`src/rtl/core/isqe_pkg.sv`:
```
package isqe_pkg;

  // Fixed field widths
  localparam int unsigned CAND_W     = 16;
  localparam int unsigned IDX_IN_W   = 4;
  localparam int unsigned COEF_IN_W  = 24;
  localparam int unsigned ENERGY_W   = 40;
  localparam int unsigned OFFSET_W   = 32;
  localparam int unsigned SPIN_CNT_W = 5;
  localparam int unsigned CFG_IDX_W  = 2;
  localparam int unsigned CFG_DATA_W = 32;

  // Defaults for the top-level parameters
  localparam int unsigned DEF_MAX_SPINS  = 16;
  localparam int unsigned DEF_COEF_WIDTH = 24;

  // Reset values of the configuration registers
  localparam logic [SPIN_CNT_W-1:0] SPIN_CNT_RST = SPIN_CNT_W'(16);

  // Command codes
  localparam logic CMD_LOAD = 1'b0;
  localparam logic CMD_EVAL = 1'b1;

  // Energy mode codes
  localparam logic MODE_ISING = 1'b0;
  localparam logic MODE_QUBO  = 1'b1;

  // Configuration register indexes
  localparam logic [CFG_IDX_W-1:0] REG_MODE   = CFG_IDX_W'(0);
  localparam logic [CFG_IDX_W-1:0] REG_SPINS  = CFG_IDX_W'(1);
  localparam logic [CFG_IDX_W-1:0] REG_OFFSET = CFG_IDX_W'(2);

  // Input word
  typedef struct packed {
    logic                        cmd;
    logic [IDX_IN_W-1:0]         row_index;
    logic [IDX_IN_W-1:0]         col_index;
    logic signed [COEF_IN_W-1:0] coef_value;
    logic [CAND_W-1:0]           candidate;
  } in_word_t;

  // Result word
  typedef struct packed {
    logic signed [ENERGY_W-1:0] energy;
    logic [CAND_W-1:0]          candidate_echo;
  } out_word_t;

  // Configuration register set
  typedef struct packed {
    logic                       energy_mode;
    logic [SPIN_CNT_W-1:0]      spin_count;
    logic signed [OFFSET_W-1:0] energy_offset;
  } cfg_t;

  // Sequencer status toward the top level
  typedef struct packed {
    logic idle;
    logic res_valid;
  } seq_stat_t;

endpackage

```
`src/rtl/core/isqe_seq.sv`:
```
module isqe_seq #(
  parameter int unsigned MAX_SPINS  = isqe_pkg::DEF_MAX_SPINS,
  parameter int unsigned COEF_WIDTH = isqe_pkg::DEF_COEF_WIDTH
) (
  input  logic                                 clk_i,
  input  logic                                 rst_ni,
  input  logic                                 start_i,
  input  logic [isqe_pkg::CAND_W-1:0]          cand_i,
  input  isqe_pkg::cfg_t                       cfg_i,
  output logic                                 rd_en_o,
  output logic [2*$clog2(MAX_SPINS)-1:0]       rd_addr_o,
  input  logic signed [COEF_WIDTH-1:0]         rd_data_i,
  input  logic                                 res_take_i,
  output isqe_pkg::seq_stat_t                  stat_o,
  output logic signed [isqe_pkg::ENERGY_W-1:0] energy_o,
  output logic [isqe_pkg::CAND_W-1:0]          cand_o
);
  import isqe_pkg::*;

  localparam int unsigned IDX_W  = $clog2(MAX_SPINS);
  localparam int unsigned NW     = $clog2(MAX_SPINS + 1);
  localparam int unsigned NTERMS = MAX_SPINS * (MAX_SPINS + 1) / 2;
  localparam int unsigned WIDE_W = (COEF_WIDTH > OFFSET_W) ? COEF_WIDTH : OFFSET_W;
  localparam int unsigned RAW_W  = WIDE_W + $clog2(NTERMS + 1) + 1;
  localparam int unsigned ACC_W  = (RAW_W > ENERGY_W + 1) ? RAW_W : ENERGY_W + 1;
  localparam int unsigned POS_W  = $clog2(CAND_W);

  localparam logic signed [ENERGY_W-1:0] E_MAX = {1'b0, {(ENERGY_W-1){1'b1}}};
  localparam logic signed [ENERGY_W-1:0] E_MIN = {1'b1, {(ENERGY_W-1){1'b0}}};

  typedef enum logic [1:0] {
    S_IDLE,
    S_RUN,
    S_DRAIN,
    S_HOLD
  } state_e;

  state_e                    state_q, state_d;
  logic [IDX_W-1:0]          j_q, j_d, k_q, k_d;
  logic [NW-1:0]             n_q, n_d, n_eff;
  logic [MAX_SPINS-1:0]      vars_q, vars_d;
  logic                      mode_q, mode_d;
  logic [CAND_W-1:0]         cand_q, cand_d;
  logic signed [ACC_W-1:0]   acc_q, acc_d;
  logic                      tag_vld_q, tag_vld_d;
  logic                      tag_bj_q, tag_bj_d;
  logic                      tag_bk_q, tag_bk_d;
  logic                      tag_diag_q, tag_diag_d;

  logic                      k_last, j_last;
  logic signed [ACC_W-1:0]   c_ext, term;
  logic                      neg;
  logic [ACC_W-ENERGY_W:0]   acc_hi;

  // Spin count clamped to the store size
  always_comb begin
    if (32'(cfg_i.spin_count) > MAX_SPINS) begin
      n_eff = NW'(MAX_SPINS);
    end else begin
      n_eff = NW'(cfg_i.spin_count);
    end
  end

  // Variable j is candidate bit n-1-j, zero past the candidate width
  always_comb begin
    int pos;
    vars_d = '0;
    for (int j = 0; j < MAX_SPINS; j++) begin
      pos = int'(n_eff) - 1 - j;
      if (pos >= 0 && pos < CAND_W) begin
        vars_d[j] = cand_i[pos[POS_W-1:0]];
      end
    end
  end

  assign k_last = (NW'(k_q) + NW'(1)) == n_q;
  assign j_last = (NW'(j_q) + NW'(1)) == n_q;

  // Term of the entry read last cycle
  assign c_ext = ACC_W'(rd_data_i);
  assign neg   = tag_diag_q ? tag_bj_q : (tag_bj_q ^ tag_bk_q);
  always_comb begin
    if (mode_q == MODE_QUBO) begin
      term = (tag_bj_q && tag_bk_q) ? c_ext : '0;
    end else begin
      term = neg ? -c_ext : c_ext;
    end
  end

  // Sequencer: walk the upper triangle, one entry per cycle
  always_comb begin
    state_d    = state_q;
    j_d        = j_q;
    k_d        = k_q;
    n_d        = n_q;
    mode_d     = mode_q;
    cand_d     = cand_q;
    acc_d      = acc_q;
    tag_vld_d  = 1'b0;
    tag_bj_d   = vars_q[j_q];
    tag_bk_d   = vars_q[k_q];
    tag_diag_d = (j_q == k_q);

    if (tag_vld_q) begin
      acc_d = acc_q + term;
    end

    unique case (state_q)
      S_IDLE: begin
        if (start_i) begin
          j_d    = '0;
          k_d    = '0;
          n_d    = n_eff;
          mode_d = cfg_i.energy_mode;
          cand_d = cand_i;
          acc_d  = (cfg_i.energy_mode == MODE_QUBO) ? ACC_W'(cfg_i.energy_offset) : '0;
          state_d = (n_eff == '0) ? S_HOLD : S_RUN;
        end
      end
      S_RUN: begin
        tag_vld_d = 1'b1;
        if (k_last) begin
          if (j_last) begin
            state_d = S_DRAIN;
          end else begin
            j_d = j_q + IDX_W'(1);
            k_d = j_q + IDX_W'(1);
          end
        end else begin
          k_d = k_q + IDX_W'(1);
        end
      end
      S_DRAIN: begin
        state_d = S_HOLD;
      end
      S_HOLD: begin
        if (res_take_i) begin
          state_d = S_IDLE;
        end
      end
      default: state_d = S_IDLE;
    endcase
  end

  // State and control registers
  always_ff @(posedge clk_i or negedge rst_ni) begin
    if (!rst_ni) begin
      state_q   <= S_IDLE;
      tag_vld_q <= 1'b0;
    end else begin
      state_q   <= state_d;
      tag_vld_q <= tag_vld_d;
    end
  end

  // Datapath registers
  always_ff @(posedge clk_i) begin
    j_q        <= j_d;
    k_q        <= k_d;
    n_q        <= n_d;
    mode_q     <= mode_d;
    cand_q     <= cand_d;
    acc_q      <= acc_d;
    tag_bj_q   <= tag_bj_d;
    tag_bk_q   <= tag_bk_d;
    tag_diag_q <= tag_diag_d;
    if (state_q == S_IDLE && start_i) begin
      vars_q <= vars_d;
    end
  end

  // Saturate the final sum
  assign acc_hi = acc_q[ACC_W-1:ENERGY_W-1];
  always_comb begin
    if (acc_hi == '0 || acc_hi == '1) begin
      energy_o = acc_q[ENERGY_W-1:0];
    end else if (acc_q[ACC_W-1]) begin
      energy_o = E_MIN;
    end else begin
      energy_o = E_MAX;
    end
  end

  assign cand_o           = cand_q;
  assign rd_en_o          = (state_q == S_RUN);
  assign rd_addr_o        = {j_q, k_q};
  assign stat_o.idle      = (state_q == S_IDLE);
  assign stat_o.res_valid = (state_q == S_HOLD);

endmodule

```
`config.mk`:
```
export PLATFORM = sky130hd
export DESIGN_NAME = isqe_seq
export DESIGN_NICKNAME = d
export VERILOG_FILES = /design/src/rtl/core/isqe_pkg.sv /design/src/rtl/core/isqe_seq.sv
export SDC_FILE = /design/constraint.sdc
export NUM_CORES = 1
export LEC_CHECK = 0
export BUFFER_PORTS_ARGS = -buffer_cell sky130_fd_sc_hd__buf_2
export CAP_MARGIN = 20
export CORE_MARGIN = 1.5
export CORE_UTILIZATION = 30
export CTS_CLUSTER_SIZE = 20
export DETAILED_ROUTE_END_ITERATION = 6
export GPL_ROUTABILITY_DRIVEN = 1
export GPL_TIMING_DRIVEN = 0
export HOLD_SLACK_MARGIN = 0.02
export SYNTH_ARGS = -nofsm -noshare
export SYNTH_HDL_FRONTEND = slang
export SYNTH_SLANG_ARGS = --single-unit
export TNS_END_PERCENT = 30
```
`constraint.sdc`:
```
create_clock -name clk_i -period 5.5 [get_ports clk_i]
set_input_delay 0.55 -clock clk_i [delete_from_list [all_inputs] [get_ports clk_i]]
set_output_delay 0.55 -clock clk_i [all_outputs]
set_load 0.01 [all_outputs]
```
==> reports/summary.txt, run 1 <==
status: completed
Achievable Freq: 194 MHz
cell at the root of the clock tree: sky130_fd_sc_hd__clkbuf_16
Req. time, crit path: 5.74 ns
length of routed wiring on met1: 12400 um
area of the core: 0.0289 mm2
via total after detailed routing: 8733
CP endpoint kind: flip-flop
count of nets after finishing: 1376
category of the critical setup timing path: primary input to flip-flop
yosys warns: 0
deepest level of the CTS H-tree: 3
mean instance size in the synthesized netlist: 8.35 um2
final clock period utilization by the worst path: 93.6%
ANT cells: 0
total nets after synthesis: 1215
Synth cell types: 71
Die Y: 175 um
Global Route Usage Sum: 18.0%
total clock sinks: 93
clock transition time at the flip-flop clock pins of the worst setup and hold paths: 0.09 ns
Buffers on Ports: 147
total power consumption of the routed design: 7.66 mW
slew at the pin closest to its max-slew limit: 0.978 ns
Detailed Route WL: 28400 um
RD Place Congestion: 0.944
floorplan row count: 62
flops & latches, synth: 93
shortest period the worst path allows: 5.15 ns
area share of the largest cell type after synthesis: 15.6%
cell types with the largest area share after synthesis: sky130_fd_sc_hd__edfxtp_1 16%, sky130_fd_sc_hd__dfxtp_1 9.9%, sky130_fd_sc_hd__ha_1 9.9%
Routed Antenna Nets: 0
TritonCTS clock tree: built
number of pins with negative max-slew slack in the final report: 0
most instantiated library cell after synthesis: sky130_fd_sc_hd__a21oi_1
number of vias per cell after detailed routing: 5.42
maximum vdd drop: 0.193 mV
Critical path buffers and inverters: 1
nature of the critical path startpoint: primary input
highest fanout seen on the critical path: 8
Worst Hold Margin: 0.410 ns
final setup vio count: 0
number of DRC violations after detailed routing: 0
pin count of the biggest net entering global routing: 40
max capacitance violation total: 0
part of the Yosys area used for sequential elements: 26.3%
CP top delay family: simple AND/OR/NAND/NOR gates
latest clock arrival within the worst-skew pair: 0.36 ns
area of the die: 0.0306 mm2
count of flip-flops with a built-in enable after synthesis: 46
DRC marker count from the first detailed-route iteration: 568
Leak Pwr: 4.39 nW
met3 routed WL: 1640 um
area leader, netlist: sky130_fd_sc_hd__edfxtp_1
fraction of final layout cells with drive strength greater than 1: 17.5%
Top-Level Pins: 149
total iterations of the first detailed-routing run: 7
cell with the largest stage delay on the worst path: sky130_fd_sc_hd__mux2i_1
leading cell types by count after synthesis: 158 x sky130_fd_sc_hd__a21oi_1, 87 x sky130_fd_sc_hd__o21ai_0, 70 x sky130_fd_sc_hd__ha_1, 69 x sky130_fd_sc_hd__mux2i_1, 64 x sky130_fd_sc_hd__nand2_1
via count of the first global-routing pass: 8290
Initial Utilization: 30.7%
final setup margin: 0.352 ns
Routed WL per cell: 17.6 um
Synth Flop Type: sky130_fd_sc_hd__edfxtp_1
horizontal extent of the die: 175 um
number of buffers on the longest clock path: 2
placement-stage worst setup slack: 0.0196 ns
netlist area before placement: 0.00887 mm2
class of the tightest hold or removal check: primary input to flip-flop
ratio of total power to cell area: 733 mW/mm2
global-route wire length before repair: 43900 um
area overhead of the layout relative to synthesis: 17.7%
post-synthesis cell count: 1062
uppermost metal layer occupied by signal nets: met5
clock buffers created by TritonCTS: 9
data arrival time at the worst-slack endpoint: 5.38 ns
Async SR Flop Fraction: 3.23%
worst-case headroom to the max-slew limit: 34.3%
Worst Clk Skew: 0.0171 ns
longest individual stage delay on the worst path: 0.45 ns
setup repair after global routing missed its margin: no
number of fill cells: 3069
met2 wire length: 13500 um
cell chain of the critical path: buf_2 > or3_4 > or4_4 > or3_4 > or3_4 > nor2_1 > a21oi_1 > mux2i_1 > o21ai_0 > ha_1 > a21oi_1 > o21ai_0 > nor3_1 > nand3_1 > nand2_1 > o31ai_1 > o41ai_1 > xor2_1 > a21oi_1
antenna violations before repair: 1
aggregate global routing overflow: 0
count of endpoints failing hold in the final timing report: 0
detailed-placement wirelength estimate: 22600 um
[cells by family (layout without fill, tap and decap cells)]
logic type	Yosys count	after routing	share of synthesized area, %
AOI/OAI and AO/OA	364	364	24.6
and+or+nand+nor	253	253	14.4
buffers and inverters	124	290	5.51
muxes	94	94	12.9
DFF	93	93	26.3
adders and majority gates	71	71	10.1
xor gates and xnor gates	63	63	6.22
[cells in the final DEF, fill, tap and decap left out, types with 4 or more instances in the layout]
cell type	instances
sky130_fd_sc_hd__xor2_1	28
sky130_fd_sc_hd__mux2i_1	69
sky130_fd_sc_hd__xnor2_1	35
sky130_fd_sc_hd__ha_1	70
sky130_fd_sc_hd__a21o_1	19
sky130_fd_sc_hd__o211ai_1	12
sky130_fd_sc_hd__a21boi_0	4
sky130_fd_sc_hd__nor2_1	44
sky130_fd_sc_hd__nor3_1	26
sky130_fd_sc_hd__o21a_1	6
sky130_fd_sc_hd__clkbuf_16	9
sky130_fd_sc_hd__o31ai_1	16
sky130_fd_sc_hd__nor4_1	6
sky130_fd_sc_hd__o21bai_1	6
sky130_fd_sc_hd__and3_1	4
sky130_fd_sc_hd__a31oi_1	9
sky130_fd_sc_hd__clkbuf_1	52
sky130_fd_sc_hd__dfxtp_1	44
sky130_fd_sc_hd__edfxtp_1	46
sky130_fd_sc_hd__mux2_2	10
sky130_fd_sc_hd__nand2_1	64
sky130_fd_sc_hd__nand3_1	36
sky130_fd_sc_hd__a211oi_1	7
sky130_fd_sc_hd__o21ai_0	87
sky130_fd_sc_hd__mux4_2	15
sky130_fd_sc_hd__a2111oi_0	9
sky130_fd_sc_hd__nand4_1	14
sky130_fd_sc_hd__buf_2	149
sky130_fd_sc_hd__inv_1	59
sky130_fd_sc_hd__nand2b_1	11
sky130_fd_sc_hd__and2_1	12
sky130_fd_sc_hd__a21oi_1	158
sky130_fd_sc_hd__buf_1	6
sky130_fd_sc_hd__nor2b_1	13
[area by class of cell]
cell class                      count  area (um2)  share of cell area [%]
Multi-Input combinational cell    845        6060                    58.1
Inverter                           62         233                    2.23
Clock buffer                        9         225                    2.16
Timing Repair Buffer              150         769                    7.37
Buffer                             62         258                    2.47
Sequential cell                    93        2340                    22.4
Tap cell                          384         480                    4.60
Clock inverter                      7        76.3                   0.731
[worst paths after layout]
path                                  start                     end  slack (ns)  cells after the start
max                           rd_data_i[14]       acc_q[34]$_DFF_P_        0.35                     19
min                               cand_i[4]     cand_o[4]$_DFFE_PP_        0.41                      1
max reg2reg                tag_bj_q$_DFF_P_       acc_q[40]$_DFF_P_        0.49                     16
min reg2reg                acc_q[9]$_DFF_P_        acc_q[9]$_DFF_P_        0.56                      2
max in group asynchronous            rst_ni     tag_vld_q$_DFF_PN0_        4.89                      2
min in group asynchronous            rst_ni  state_q[0]$_DFFE_PN0P_        0.50                      2
[metrics by stage]
stage          area [um2]  instances  util [%]    TNS, ns
2_1_floorplan        8870       1062         -          0
3_3_place_gp        10100       1593      34.9  -0.000929
3_5_place_dp        10100       1595      35.0          0
4_1_cts             10400       1612      36.0          0
5_1_grt             10400       1612      36.1          0
6_report            10400       1612      36.1          0
[layer usage]
metal,global-route usage [%],vias up
li1,-,4264
met1,23.2,4096
met2,30.6,311
met3,2.59,60
met4,6.73,2
met5,0,-
[timing repair]
| action | 4_1_cts | 5_1_grt |
|---|---|---|
| endpoints found under the setup margin | 0 | 3 |
| buffers inserted | 0 | 0 |
| hold buffers | 1 | 0 |
| gates resized for setup | 0 | 3 |
| hold endpoints to repair | 3 | 0 |
[registers in the layout, summed over array words and instances (netlist names)]
name / flops
acc_q: 41
cand_o: 16
vars_q: 16
n_q: 5
j_q: 4
k_q: 4
state_q: 2
mode_q: 1
tag_bj_q: 1
tag_bk_q: 1
tag_diag_q: 1
tag_vld_q: 1
[report_power, final]
group / switching [mW] / total [mW] / leakage (nW) / internal [mW]
registers: 0.228 / 1.29 / 0.838 / 1.06
logic: 3.43 / 5.70 / 3.40 / 2.26
clock network: 0.341 / 0.668 / 0.150 / 0.327
total: 4.00 / 7.66 / 4.39 / 3.65
Note: power is estimated with default switching activity, not from simulation.
==> run 2: changes to the inputs <==
- PLACE_DENSITY: not set -> 0.56
==> reports/summary.txt, run 2 (synthesis gave the netlist of run 1 again) <==
class of the tightest hold or removal check: primary input to flip-flop
maximum vdd drop: 0.202 mV (+4.7%)
Detailed Route WL: 28100 um (-0.77%)
power share of the combinational group: 74.7% (+0.3 points)
final clock period utilization by the worst path: 94.6% (+0.99 points)
shortest period the worst path allows: 5.20 ns (+0.0545 ns)
number of pins with negative max-slew slack in the final report: 0 (unchanged)
pin count of the biggest net entering global routing: 40 (unchanged)
max capacitance violation total: 0 (unchanged)
area overhead of the layout relative to synthesis: 17.5%
Clk pwr share: 8.5% (-0.2 points)
cell with the largest stage delay on the worst path: sky130_fd_sc_hd__or4_1
fraction of final layout cells with drive strength greater than 1: 17.3% (-0.24 points)
cell-internal power: 3.65 mW (-0.12%)
Biggest register: acc_q
register-to-register setup slack: 0.47 ns (-0.02 ns)
latest clock arrival within the worst-skew pair: 0.36 ns (about the same)
category of the critical setup timing path: primary input to flip-flop
Buffers on Ports: 147 (unchanged)
cell area after placement: 0.0101 mm2 (unchanged)
count of endpoints failing hold in the final timing report: 0 (unchanged)
aggregate global routing overflow: 0 (unchanged)
number of DRC violations after detailed routing: 0 (unchanged)
count of nets after finishing: 1376 (unchanged)
switching power: 3.98 mW (-0.45%)
total clock sinks: 93 (unchanged)
start of the worst register-to-register path: tag_bj_q$_DFF_P_
floorplan row count: 62 (unchanged)
TritonCTS clock tree: built
Initial Utilization: 30.7% (unchanged)
met3 Resource Use GR: 2.18% (-0.41 points)
detailed-placement wirelength estimate: 22400 um (-1.1%)
area of the die: 0.0306 mm2 (unchanged)
cell at the root of the clock tree: sky130_fd_sc_hd__clkbuf_16
Routed Antenna Nets: 0 (unchanged)
longest individual stage delay on the worst path: 0.45 ns (about the same)
Top-Level Pins: 149 (unchanged)
launch point of the worst path: rd_data_i[4]
nature of the critical path startpoint: primary input
depth of the worst register-to-register path: 16 (unchanged)
Critical path buffers and inverters: 2 (+1)
finished layout cell area: 0.0104 mm2 (-0.14%)
Leak Pwr: 4.38 nW (-0.14%)
RD Place Congestion: 0.928 (-1.7%)
highest fanout seen on the critical path: 7 (-1)
Die Y: 175 um (unchanged)
Global Route Usage Sum: 18.1% (+0.072 points)
most common library cell in the layout ignoring fill and taps: sky130_fd_sc_hd__a21oi_1
via count of the first global-routing pass: 8132 (-1.9%)
status: completed
CP top delay family: simple AND/OR/NAND/NOR gates
area of the core: 0.0289 mm2 (unchanged)
DRC marker count from the first detailed-route iteration: 459 (-19%)
ANT cells: 0 (unchanged)
sequential cell fraction of total power: 16.8% (about the same)
Achievable Freq: 192 MHz (-1.0%)
setup repair after global routing missed its margin: no
horizontal extent of the die: 175 um (unchanged)
met2 demand-to-capacity share in global routing: 31.2% (+0.64 points)
layer with the highest usage after global routing: met2
worst-case headroom to the max-slew limit: 29.4% (-4.9 points)
Hold EP: cand_o[9]$_DFFE_PP_
cell chain of the critical path: buf_2 > nor3_1 > nand3_1 > or4_1 > or4_1 > nor2_1 > inv_1 > o21ai_0 > o21ai_0 > ha_1 > nand4_1 > nor4_1 > nand2_1 > o211ai_1 > a21oi_1 > o311a_2 > o31a_2 > a21boi_1 > nor3_1
Net Sw Frac: 52.2% (-0.082 points)
worst min-delay path startpoint: cand_i[9]
deepest level of the CTS H-tree: 3 (unchanged)
number of buffers on the longest clock path: 2 (unchanged)
clock transition time at the flip-flop clock pins of the worst setup and hold paths: 0.08 ns (about the same)
total power consumption of the routed design: 7.63 mW (-0.29%)
final setup vio count: 0 (unchanged)
Routed WL per cell: 17.5 um (-0.77%)
ratio of total power to cell area: 732 mW/mm2 (-0.15%)
clock buffers created by TritonCTS: 9 (unchanged)
total iterations of the first detailed-routing run: 5 (-2)
commonest cells after routing, fill and taps aside: 158 x sky130_fd_sc_hd__a21oi_1, 149 x sky130_fd_sc_hd__buf_2, 87 x sky130_fd_sc_hd__o21ai_0, 70 x sky130_fd_sc_hd__ha_1, 69 x sky130_fd_sc_hd__mux2i_1
Req. time, crit path: 5.78 ns (+0.04 ns)
capturing point of the worst reg2reg path: acc_q[40]$_DFF_P_
via total after detailed routing: 8593 (-1.6%)
CP endpoint kind: flip-flop
hold path cells: 1 (unchanged)
slew at the pin closest to its max-slew limit: 1.05 ns (+0.0724 ns)
global-route wire length before repair: 43700 um (-0.33%)
data arrival time at the worst-slack endpoint: 5.48 ns (+0.10 ns)
number of vias per cell after detailed routing: 5.33 (-1.6%)
antenna violations before repair: 1 (unchanged)
number of flip-flops under the largest register name: 41 (unchanged)
Worst Clk Skew: 0.0147 ns (-0.00242 ns)
GR Layer Usage met1: 24.2% (+0.96 points)
-- run 2: final cells by class --
cell class | instances | area (um2)
flip-flops and latches | 93 | 2340
well taps | 384 | 480
clock buffers | 9 | 225
clock inverters | 7 | 75.1
fillers | 3055 | 18500
repair buffers | 150 | 769
multi-input cells | 845 | 6050
inverters | 62 | 233
plain buffers | 62 | 258
-- run 2: power by group through the flow --
stage	logic, mW	clock network (mW)	registers (mW)
detailed placement	5.66	0	1.30
global route	6.35	0.694	1.32
finish	5.70	0.647	1.28
floorplan	4.10	0	1.26
CTS	5.69	0.669	1.28
global placement	5.62	0	1.30
-- run 2: what timing repair did --
action / in CTS / in global routing
resized for setup: 0 / 0
endpoints found under the setup margin: 0 / 0
hold buffers: 1 / 0
hold endpoints to repair: 3 / 0
setup buffers: 0 / 0
-- run 2: per-stage QoR --
stage / std cells / utilization [%] / worst slack, ns / setup TNS (ns) / hold slack (ns)
6_report: 1612 / 36.0 / 0.298 / 0 / 0.405
5_1_grt: 1612 / 36.0 / 0.00690 / 0 / 0.392
4_1_cts: 1612 / 36.0 / 0.367 / 0 / 0.398
3_5_place_dp: 1595 / 35.0 / 0.0110 / 0 / 0.353
3_3_place_gp: 1593 / 34.9 / -0.0508 / -0.0508 / 0.350
2_1_floorplan: 1062 / - / 0.892 / 0 / 0.254
-- run 2: per-layer routing --
metal	vias up	wire, um
li1	4264	-
met1	4059	12900
met2	238	13500
met3	30	1280
met4	2	433
met5	-	13
-- run 2: how the worst max path moves through the flow --
stage                             end  slack (ns)  depth (start not counted)
floorplan           acc_q[40]$_DFF_P_        0.89                         15
global placement    acc_q[34]$_DFF_P_       -0.05                         19
detailed placement  acc_q[40]$_DFF_P_        0.01                         19
CTS                 acc_q[40]$_DFF_P_        0.37                         19
global route        acc_q[40]$_DFF_P_       0.007                         19
finish              acc_q[40]$_DFF_P_        0.30                         19
